**config.mk**
```make
export PLATFORM = sky130hd
export DESIGN_NAME = multi_channel_watchdog
export DESIGN_NICKNAME = d
export VERILOG_FILES = /design/src/sv/mcw_pkg.sv /design/src/sv/mcw_cell.sv /design/src/sv/multi_channel_watchdog.sv
export SDC_FILE = /design/constraint.sdc
export NUM_CORES = 2
export LEC_CHECK = 0
export ABC_CLOCK_PERIOD_IN_PS = 35600
export BUFFER_PORTS_ARGS = -buffer_cell sky130_fd_sc_hd__clkbuf_2
export CELL_PAD_IN_SITES_DETAIL_PLACEMENT = 1
export CELL_PAD_IN_SITES_GLOBAL_PLACEMENT = 1
export CORE_MARGIN = 2
export CORE_UTILIZATION = 53
export DETAILED_ROUTE_END_ITERATION = 8
export PLACE_DENSITY = 0.85
export SYNTH_ARGS = -nofsm -noshare
export SYNTH_HDL_FRONTEND = slang
export SYNTH_SLANG_ARGS = --single-unit
```
**constraint.sdc**
```tcl
create_clock -name clk -period 35.6 [get_ports clk]
set_clock_uncertainty 0.2 [all_clocks]
set_input_delay 3.56 -clock clk [delete_from_list [all_inputs] [get_ports clk]]
set_output_delay 3.56 -clock clk [all_outputs]
set_load 0.005 [all_outputs]
```
**src/sv/mcw_pkg.sv**
```systemverilog
// Shared types and constants for the multi-channel watchdog.
// Used by mcw_cell, multi_channel_watchdog and mcw_checker.
package mcw_pkg;

  localparam int LIFELINES = 8;

  // Field widths of the request and result channels.
  localparam int SLOT_W     = 3;
  localparam int TIME_W     = 32;
  localparam int KIND_W     = 3;
  localparam int OUT_MASK_W = 8;

  // Cell index width: wide enough for every cell and for a request slot.
  localparam int CNT_W    = (LIFELINES > 1) ? $clog2(LIFELINES) : 1;
  localparam int SLOT_X_W = (CNT_W > SLOT_W) ? CNT_W : SLOT_W;

  typedef enum logic [1:0] {
    OP_REGISTER = 2'd0,
    OP_FEED     = 2'd1,
    OP_CHECK    = 2'd2,
    OP_CLEAR    = 2'd3
  } op_t;

  localparam logic [KIND_W-1:0] KIND_REGISTER = 3'd0;
  localparam logic [KIND_W-1:0] KIND_FEED     = 3'd1;
  localparam logic [KIND_W-1:0] KIND_BREACH   = 3'd2;
  localparam logic [KIND_W-1:0] KIND_MASK     = 3'd3;
  localparam logic [KIND_W-1:0] KIND_CLEAR    = 3'd4;

  // Request token that walks the cell chain.
  typedef struct packed {
    logic                  valid;
    op_t                   op;
    logic [TIME_W-1:0]     now_ms;
    logic [TIME_W-1:0]     deadline;
    logic [SLOT_W-1:0]     slot;
    logic                  hit;
    logic [SLOT_W-1:0]     idx;
    logic [OUT_MASK_W-1:0] mask;
  } token_t;

  // Breach event raised by one cell.
  typedef struct packed {
    logic              valid;
    logic [SLOT_W-1:0] idx;
  } evt_t;

endpackage

```
**src/sv/mcw_cell.sv**
```systemverilog
// One lifeline cell: holds a slot's flags, feed time and deadline.
// Depends on mcw_pkg; instantiated in a chain by multi_channel_watchdog.
module mcw_cell (
  input  logic                          clk,
  input  logic                          rst,
  input  logic                          adv,
  input  logic [mcw_pkg::SLOT_X_W-1:0]  cell_idx,
  input  mcw_pkg::token_t               tok_in,
  output mcw_pkg::token_t               tok_out,
  output mcw_pkg::evt_t                 evt
);

  logic                         armed;
  logic                         breached;
  logic [mcw_pkg::TIME_W-1:0]   last_feed;
  logic [mcw_pkg::TIME_W-1:0]   deadline_q;

  mcw_pkg::token_t              tok_next;
  logic [mcw_pkg::TIME_W-1:0]   age;
  logic                         overdue;
  logic                         claim;
  logic                         feed_hit;
  logic                         fire;
  logic                         step;

  assign step     = adv && tok_in.valid;
  assign age      = tok_in.now_ms - last_feed;
  assign overdue  = armed && (age > deadline_q);
  assign claim    = (tok_in.op == mcw_pkg::OP_REGISTER) && !armed && !tok_in.hit;
  assign feed_hit = (tok_in.op == mcw_pkg::OP_FEED) && armed &&
                    (mcw_pkg::SLOT_X_W'(tok_in.slot) == cell_idx);
  assign fire     = (tok_in.op == mcw_pkg::OP_CHECK) && overdue && !breached;

  always_comb begin
    tok_next = tok_in;
    evt      = '0;
    case (tok_in.op)
      mcw_pkg::OP_REGISTER: begin
        if (claim) begin
          tok_next.hit = 1'b1;
          tok_next.idx = cell_idx[mcw_pkg::SLOT_W-1:0];
        end
      end
      mcw_pkg::OP_FEED: begin
        if (feed_hit) tok_next.hit = 1'b1;
      end
      mcw_pkg::OP_CHECK: begin
        // Slots past the mask width cannot be shown.
        if (overdue && (int'(cell_idx) < mcw_pkg::OUT_MASK_W)) begin
          tok_next.mask = tok_in.mask |
                          (mcw_pkg::OUT_MASK_W'(1) << cell_idx[mcw_pkg::SLOT_W-1:0]);
        end
        evt.valid = fire && tok_in.valid;
        evt.idx   = cell_idx[mcw_pkg::SLOT_W-1:0];
      end
      mcw_pkg::OP_CLEAR: begin
      end
      default: begin
      end
    endcase
  end

  always_ff @(posedge clk) begin
    if (rst) begin
      armed    <= 1'b0;
      breached <= 1'b0;
    end else if (step) begin
      case (tok_in.op)
        mcw_pkg::OP_REGISTER: begin
          if (claim) begin
            armed    <= 1'b1;
            breached <= 1'b0;
          end
        end
        mcw_pkg::OP_FEED: begin
          if (feed_hit) breached <= 1'b0;
        end
        mcw_pkg::OP_CHECK: begin
          if (fire) breached <= 1'b1;
        end
        mcw_pkg::OP_CLEAR: begin
          armed    <= 1'b0;
          breached <= 1'b0;
        end
        default: begin
        end
      endcase
    end
  end

  always_ff @(posedge clk) begin
    if (step && claim) begin
      last_feed  <= tok_in.now_ms;
      deadline_q <= tok_in.deadline;
    end else if (step && feed_hit) begin
      last_feed  <= tok_in.now_ms;
    end
  end

  // Hand the token to the next cell.
  always_ff @(posedge clk) begin
    if (rst) begin
      tok_out.valid <= 1'b0;
    end else if (adv) begin
      tok_out <= tok_next;
    end
  end

endmodule

```
**src/sv/multi_channel_watchdog.sv**
```systemverilog
// Channel   | Handshake              | Payload
// request   | in_valid / in_ready    | opcode, now_ms, deadline, slot
// result    | out_valid / out_ready  | kind, ok, slot_index, overdue_mask, last
//
// A request walks a chain of LIFELINES cells, one cell per cycle while the result
// side does not stall; the next request is accepted only after the final result
// of the last one is registered. Each breach event and the final result use the
// single output register; while it is held, the whole chain holds too.
// Reset is synchronous and disarms every slot. Depends on mcw_pkg and mcw_cell.
module multi_channel_watchdog (
  input  logic                              clk,
  input  logic                              rst,
  input  logic                              in_valid,
  output logic                              in_ready,
  input  logic [1:0]                        opcode,
  input  logic [mcw_pkg::TIME_W-1:0]        now_ms,
  input  logic [mcw_pkg::TIME_W-1:0]        deadline,
  input  logic [mcw_pkg::SLOT_W-1:0]        slot,
  output logic                              out_valid,
  input  logic                              out_ready,
  output logic [mcw_pkg::KIND_W-1:0]        kind,
  output logic                              ok,
  output logic [mcw_pkg::SLOT_W-1:0]        slot_index,
  output logic [mcw_pkg::OUT_MASK_W-1:0]    overdue_mask,
  output logic                              last
);

  mcw_pkg::token_t tok  [mcw_pkg::LIFELINES+1];
  mcw_pkg::evt_t   evts [mcw_pkg::LIFELINES];
  mcw_pkg::evt_t   ev;
  mcw_pkg::token_t head;
  mcw_pkg::token_t tail;
  logic            busy;
  logic            adv;

  assign adv      = !out_valid || out_ready;
  assign in_ready = !busy;
  assign tok[0]   = head;
  assign tail     = tok[mcw_pkg::LIFELINES];

  for (genvar i = 0; i < mcw_pkg::LIFELINES; i++) begin : g_cell
    mcw_cell u_cell (
      .clk      (clk),
      .rst      (rst),
      .adv      (adv),
      .cell_idx (mcw_pkg::SLOT_X_W'(i)),
      .tok_in   (tok[i]),
      .tok_out  (tok[i+1]),
      .evt      (evts[i])
    );
  end

  // Only one cell holds the token, so at most one event is live.
  always_comb begin
    ev = '0;
    for (int i = 0; i < mcw_pkg::LIFELINES; i++) begin
      if (evts[i].valid) ev = evts[i];
    end
  end

  always_ff @(posedge clk) begin
    if (rst) begin
      busy        <= 1'b0;
      out_valid   <= 1'b0;
      head.valid  <= 1'b0;
    end else begin
      if (in_valid && in_ready) begin
        head.valid    <= 1'b1;
        head.op       <= mcw_pkg::op_t'(opcode);
        head.now_ms   <= now_ms;
        head.deadline <= deadline;
        head.slot     <= slot;
        head.hit      <= 1'b0;
        head.idx      <= '0;
        head.mask     <= '0;
        busy          <= 1'b1;
      end else if (adv) begin
        head.valid <= 1'b0;
      end

      if (adv) begin
        if (ev.valid) begin
          out_valid    <= 1'b1;
          kind         <= mcw_pkg::KIND_BREACH;
          ok           <= 1'b0;
          slot_index   <= ev.idx;
          overdue_mask <= '0;
          last         <= 1'b0;
        end else if (tail.valid) begin
          // Request leaves the chain: emit its final result.
          out_valid    <= 1'b1;
          busy         <= 1'b0;
          last         <= 1'b1;
          ok           <= 1'b0;
          slot_index   <= '0;
          overdue_mask <= '0;
          case (tail.op)
            mcw_pkg::OP_REGISTER: begin
              kind       <= mcw_pkg::KIND_REGISTER;
              ok         <= tail.hit;
              slot_index <= tail.idx;
            end
            mcw_pkg::OP_FEED: begin
              kind <= mcw_pkg::KIND_FEED;
              ok   <= tail.hit;
            end
            mcw_pkg::OP_CHECK: begin
              kind         <= mcw_pkg::KIND_MASK;
              overdue_mask <= tail.mask;
            end
            mcw_pkg::OP_CLEAR: begin
              kind <= mcw_pkg::KIND_CLEAR;
            end
            default: begin
              kind <= mcw_pkg::KIND_CLEAR;
            end
          endcase
        end else begin
          out_valid <= 1'b0;
        end
      end
    end
  end

endmodule

```
==> Word level (Yosys, flattened, before mapping) <==
Index checks and enable logic that the tools add are counted.
{ "word_totals": {"register_bits": 1192, "wordCells": 486} }
{ "op_classes": {"addsub": 8, "order_cmp": 8, "eq_ne": 58, "mux": 144, "bitwise_logic": 1, "n_reduce_logical": 162} }
{ "ops": {"columns": ["operator", "n"], "rows": [
  ["32-bit two-way mux", 16],
  ["32-bit > comparator", 8],
  ["32-bit subtractor", 8],
  ["4-bit two-way mux", 26],
  ["1-bit logical AND", 88],
  ["1-bit two-way mux", 52],
  ["2-bit by 1-bit inequality test with 1-bit output, second input constant", 24],
  ["3-bit two-way mux", 13],
  ["2-bit == test, second input constant", 18],
  ["2-bit nonzero test", 18],
  ["8-bit two-way mux", 4],
  ["1-bit case mux with 2 select lines", 16],
  ["1-bit case mux with 4 select lines", 8],
  ["4-bit AND reduction", 8],
  ["3-bit AND reduction", 9],
  ["1-bit zero test", 25],
  ["2-bit by 1-bit == test with 1-bit output, second input constant", 9],
  ["2-bit zero test", 9],
  ["7-bit two-way mux", 2],
  ["3-bit == test, second input constant", 4],
  ["6-bit two-way mux", 2],
  ["3-bit case mux with 4 select lines", 1],
  ["5-bit two-way mux", 2],
  ["3-bit by 2-bit == test with 1-bit output, second input constant", 2],
  ["7 further kinds", 9]
]} }

==> Depth between registers and ports, before layout <==
{ "logic_depth": {"ltp_word": 17, "depth_mapped": 27, "mapped_depth_nobuf": 25} }

==> Hierarchy <==
A second synthesis with hierarchy kept.
{ "unflattened": {"cells_unflattened": 4763, "hier_area_um2": 61686.7} }
{ "modules_own_cells": {"columns": ["mod", "instances", "cells_each", "area_per_inst_um2"], "rows": [
  ["mcw_cell (g_cell[0].u_cell ...)", 4, 566, 7238.2],
  ["mcw_cell (g_cell[2].u_cell)", 1, 611, 7487.2],
  ["mcw_cell (g_cell[6].u_cell)", 1, 590, 7464.7],
  ["mcw_cell (g_cell[1].u_cell)", 1, 569, 7353.3],
  ["mcw_cell (g_cell[7].u_cell)", 1, 562, 7327.0],
  ["multi_channel_watchdog", 1, 167, 3101.7]
]} }

==> Least setup slack after synthesis <==
Ideal clock, no wire load.
{ "synth_timing": {"path_type": "input to register", "start": "input port out_ready", "end": "register kind[0] (netlist bit), enable pin", "t_arrival_ns": 28.469, "required_time_ns": 34.986, "path_slack_ns": 6.518, "cell_stages": 4, "path_cell_list": "nor2b_1 clkbuf_1 nor2_1 a21boi_0"} }
{ "synth_via": {"elab_chain_cells": 2} }
{ "synth_lines": {"columns": ["element", "line_no", "rtl"], "rows": [
  ["start: declaration", "multi_channel_watchdog.sv:20", "input logic out_ready,"],
  ["1-bit logical OR", "multi_channel_watchdog.sv:36", "assign adv = !out_valid || out_ready;"],
  ["3-bit AND reduction (no source line)", null, null],
  ["end signal: assignment", "multi_channel_watchdog.sv:84", "kind <= mcw_pkg::KIND_BREACH;"],
  ["end signal: assignment", "multi_channel_watchdog.sv:99", "kind <= mcw_pkg::KIND_REGISTER;"],
  ["end signal: assignment", "multi_channel_watchdog.sv:104", "kind <= mcw_pkg::KIND_FEED;"],
  ["end: declaration", "multi_channel_watchdog.sv:21", "output logic [mcw_pkg::KIND_W-1:0] kind,"]
]} }
Every way passes these cells.
A chain may end at the register's enable or synchronous reset.

==> Worst setup path after layout <==
{ "layout_timing": {"start": "register head[48] (netlist bit)", "end": "register kind[1] (netlist bit), enable pin"} }
{ "layout_via": {"elab_chain_cells": 17} }
{ "layout_lines": {"columns": ["element", "line_no", "rtl"], "rows": [
  ["start: declaration", "multi_channel_watchdog.sv:31", "mcw_pkg::token_t head;"],
  ["32-bit subtractor", "mcw_cell.sv:27", "assign age = tok_in.now_ms - last_feed;"],
  ["32-bit > comparator", "mcw_cell.sv:28", "assign overdue = armed && (age > deadline_q);"],
  ["1-bit logical AND", "mcw_cell.sv:28", null],
  ["1-bit logical AND (2 in series)", "mcw_cell.sv:32", "assign fire = (tok_in.op == mcw_pkg::OP_CHECK) && overdue && !breached;"],
  ["1-bit logical AND", "mcw_cell.sv:53", "evt.valid = fire && tok_in.valid;"],
  ["4-bit two-way mux", "mcw_cell.sv:37", "case (tok_in.op)"],
  ["4-bit two-way mux (8 in series)", "multi_channel_watchdog.sv:57", "if (evts[i].valid) ev = evts[i];"],
  ["2-bit nonzero test (no source line)", null, null],
  ["3-bit AND reduction (no source line)", null, null]
]} }
Every way passes these cells.

==> results.toml <==
[power_and_ir_drop]
p_per_area_mw_per_mm2 = 50.1
design_power_total_uw = 3100
ir_worst_vdd_mv = 0.0440
leakage_uw = 0.0252

[logic_synthesis]
yosysTopAreaCell = "edfxtp_1"
synth.most_common_cell = "edfxtp_1"
synth.cell_area_sq_mm = 0.0555
synthTopCellsByCount = "edfxtp_1, inv_1, ha_1"
synth_edf_count = 1143
synth_top_area_share_pct = 61.9
synth-seq-cells = 1170
syn-num-nets = 4770
postSynthAreaPerCell_sq_um = 13.3
ys_seq_area_share_pct = 62.8
ys_async_sr_fraction_pct = 0
synth_cell_types = 92
synthTopCellsByArea = "edfxtp_1, ha_1, inv_1, a21oi_1, xnor2_1"
ys.flop_type = "edfxtp_1"
syn_inst = 4180
synth_warnings = 0

[job]
cap_violations = 0

[detailed_routing]
dr.pass1.iters = 5
drt_wl_total_um = 137000
vias_per_cell = 5.82
via_count = 34203
post_drt_wl_per_cell_um = 23.3
drtIter0Drc = 2287
drc = 0
ant_nets = 0

[timing]
tns_ps = 0
hold_viol_final = 0
holdWs_ps = 215
max_freq_ghz = 0.126
setup_violations = 0
fin_crit_sh_pct = 22.3
slew_viol_final = 0
relSlewSlack_pct = 9.53
worstMarginPinSlew_ps = 1350
rsz0062_at_grt = "no"
finalCriticalPeriod_ps = 7930

[cts]
post_cts_resized = 0
cts-htree-levels = 3
clock_path_buffers = 3
clk_latency_ps = 740
post_cts_buffers = 0
cts_buffers = 120
cts.sinks = 1170
cts.clk_slew.worst_paths_ps = 70
cts-root-buf = "clkbuf_16"
cts_tree = "yes"
postCtsHoldBufs = 0

[critical_path]
r2r_end = "kind[1]$_SDFFCE_PP1P_"
cp_data_required_time_ps = 35720
reg2regPathDepth = 20
critPathTopFamily = "compound AO/OA/AOI/OAI gates"
r2r_slack_ps = 27670
crit_path_end = "kind[1]$_SDFFCE_PP1P_"
startpoint = "head[48]$_DFFE_PP_"
crit_cells = 20
path_max_fanout = 17
cpPeakStageDelay_ps = 740
r2r-start = "head[48]$_DFFE_PP_"
worstSetupEndpointType = "register"
critical_path_class = "register to register"
startpoint_type = "register"
crit_arrival_ps = 8060
path_buf_inv = 0
cpMaxStageDelayCell = "a21boi_2"
worstPathCellList = "ha_1 > nor2b_1 > o21ai_0 > a2111oi_0 > o21bai_1 > a21oi_1 > nor2_1 > o21ai_0 > a21o_1 > a21oi_1 > xnor2_1 > ha_1 > nand2_1 > nor4_1 > o21ai_0 > a32o_1 > a21oi_1 > a221oi_2 > and4_1 > a21boi_2"

[finish]
drive_gt1_share_pct = 7.89
register_area_sq_mm = 0.0349
final_area_sq_mm = 0.0618
fillers = 10051
area_delta_synth_final_pct = 11.4
multi_input_area_sq_mm = 0.0184
nets = 4986
diodes = 0

[grt]
grt_overflow_total = 0
grt_pass1_wl_um = 215000
first_global_vias = 38473
grt.total_usage_pct = 25.8
grt_max_degree = 79
antenna_found_initial = 0

[place]
dp_hpwl_um = 98100
io_buffers = 90
gp_congestion = 0.891
placed_cell_area_sq_mm = 0.0578

[floorplanning]
die_h_um = 328
dieArea_sq_mm = 0.107
initial_core_util_pct = 53.5
rows = 118
core_area_sq_mm = 0.104
die_w_um = 328
ios = 91

[status]
status = "complete, no violations"

[hold_path]
hp-class = "register to register"
hold_path_depth = 0
## power by group
part,switching [uW],total (uW),internal [uW]
logic,136,226,90.0
clock network,546,1280,735
registers,33.7,1590,1560
total,716,3100,2380
## flip-flops by register name, indices dropped and copies added (netlist names), 3 cells and up
| name | flops |
|---|---|
| kind | 3 |
| slot_index | 3 |
| head | 70 |
| g_cell.u_cell.last_feed | 256 |
| g_cell.u_cell.deadline_q | 256 |
| g_cell.u_cell.tok_out | 554 |
| g_cell.u_cell.breached | 8 |
| overdue_mask | 8 |
| g_cell.u_cell.armed | 8 |
## kinds of logic (layout without fill, tap and decap cells)
| logic type | Yosys count | count (layout) | synth area share (%) |
|---|---|---|---|
| buffers and inverters | 599 | 919 | 4.09 |
| adders and majority gates | 517 | 517 | 11.8 |
| DFF | 1170 | 1170 | 62.8 |
| muxes | 2 | 2 | 0.0361 |
| and+or+nand+nor | 772 | 772 | 7.08 |
| xor gates and xnor gates | 223 | 223 | 3.52 |
| AOI/OAI and AO/OA | 897 | 897 | 10.7 |
## worst min path at each step
| stage | startpoint | end |
|---|---|---|
| after detailed placement | g_cell[2].u_cell.tok_out[2]$_SDFFCE_PN0P_ | g_cell[3].u_cell.tok_out[2]$_DFFE_PP_ |
| after floorplan | g_cell[0].u_cell.tok_out[0]$_SDFFCE_PN0P_ | g_cell[1].u_cell.tok_out[0]$_DFFE_PP_ |
| after CTS | g_cell[6].u_cell.tok_out[44]$_DFFE_PP_ | g_cell[7].u_cell.deadline_q[29]$_DFFE_PP_ |
| after global placement | g_cell[6].u_cell.tok_out[3]$_DFFE_PP_ | g_cell[7].u_cell.tok_out[3]$_DFFE_PP_ |
| final | g_cell[6].u_cell.tok_out[44]$_DFFE_PP_ | g_cell[7].u_cell.deadline_q[29]$_DFFE_PP_ |
| after global routing | g_cell[6].u_cell.tok_out[44]$_DFFE_PP_ | g_cell[7].u_cell.deadline_q[29]$_DFFE_PP_ |
## layer usage
metal / wire [um] / track usage, % / vias to the layer above
met1: 53100 / 29.5 / 17137
met5: 0 / 0 / -
met2: 72500 / 47.8 / 904
met4: 6490 / 12.4 / 0
li1: - / - / 15822
met3: 4940 / 2.89 / 340
## stage by stage
stage,setup WS [ps],utilization [%],cells
after global routing,27340,59.6,5880
after detailed placement,27760,55.8,5654
after CTS,27640,59.6,5880
after global placement,28140,55.8,5654
after floorplan,6520,-,4180
final,27670,59.6,5880
## cells in the final DEF, fill, tap and decap left out, types with 61 or more instances in the layout
cell	instances
inv_1	580
xnor2_1	162
a21oi_1	284
ha_1	509
clkbuf_2	90
nand2_1	140
edfxtp_1	1143
nor2_1	205
o21ai_0	120
a21o_1	185
nand4_1	66
xor2_1	61
clkbuf_16	122
## final cells by class
type / count / area share, %
clock buffer: 143 / 5.12
clock inverter: 83 / 1.33
inverter: 580 / 3.52
multi-input combinational: 2411 / 29.8
sequential: 1170 / 56.4
tap: 1380 / 2.79
timing repair buffer: 113 / 1.01
(Power assumes the default switching activity.)
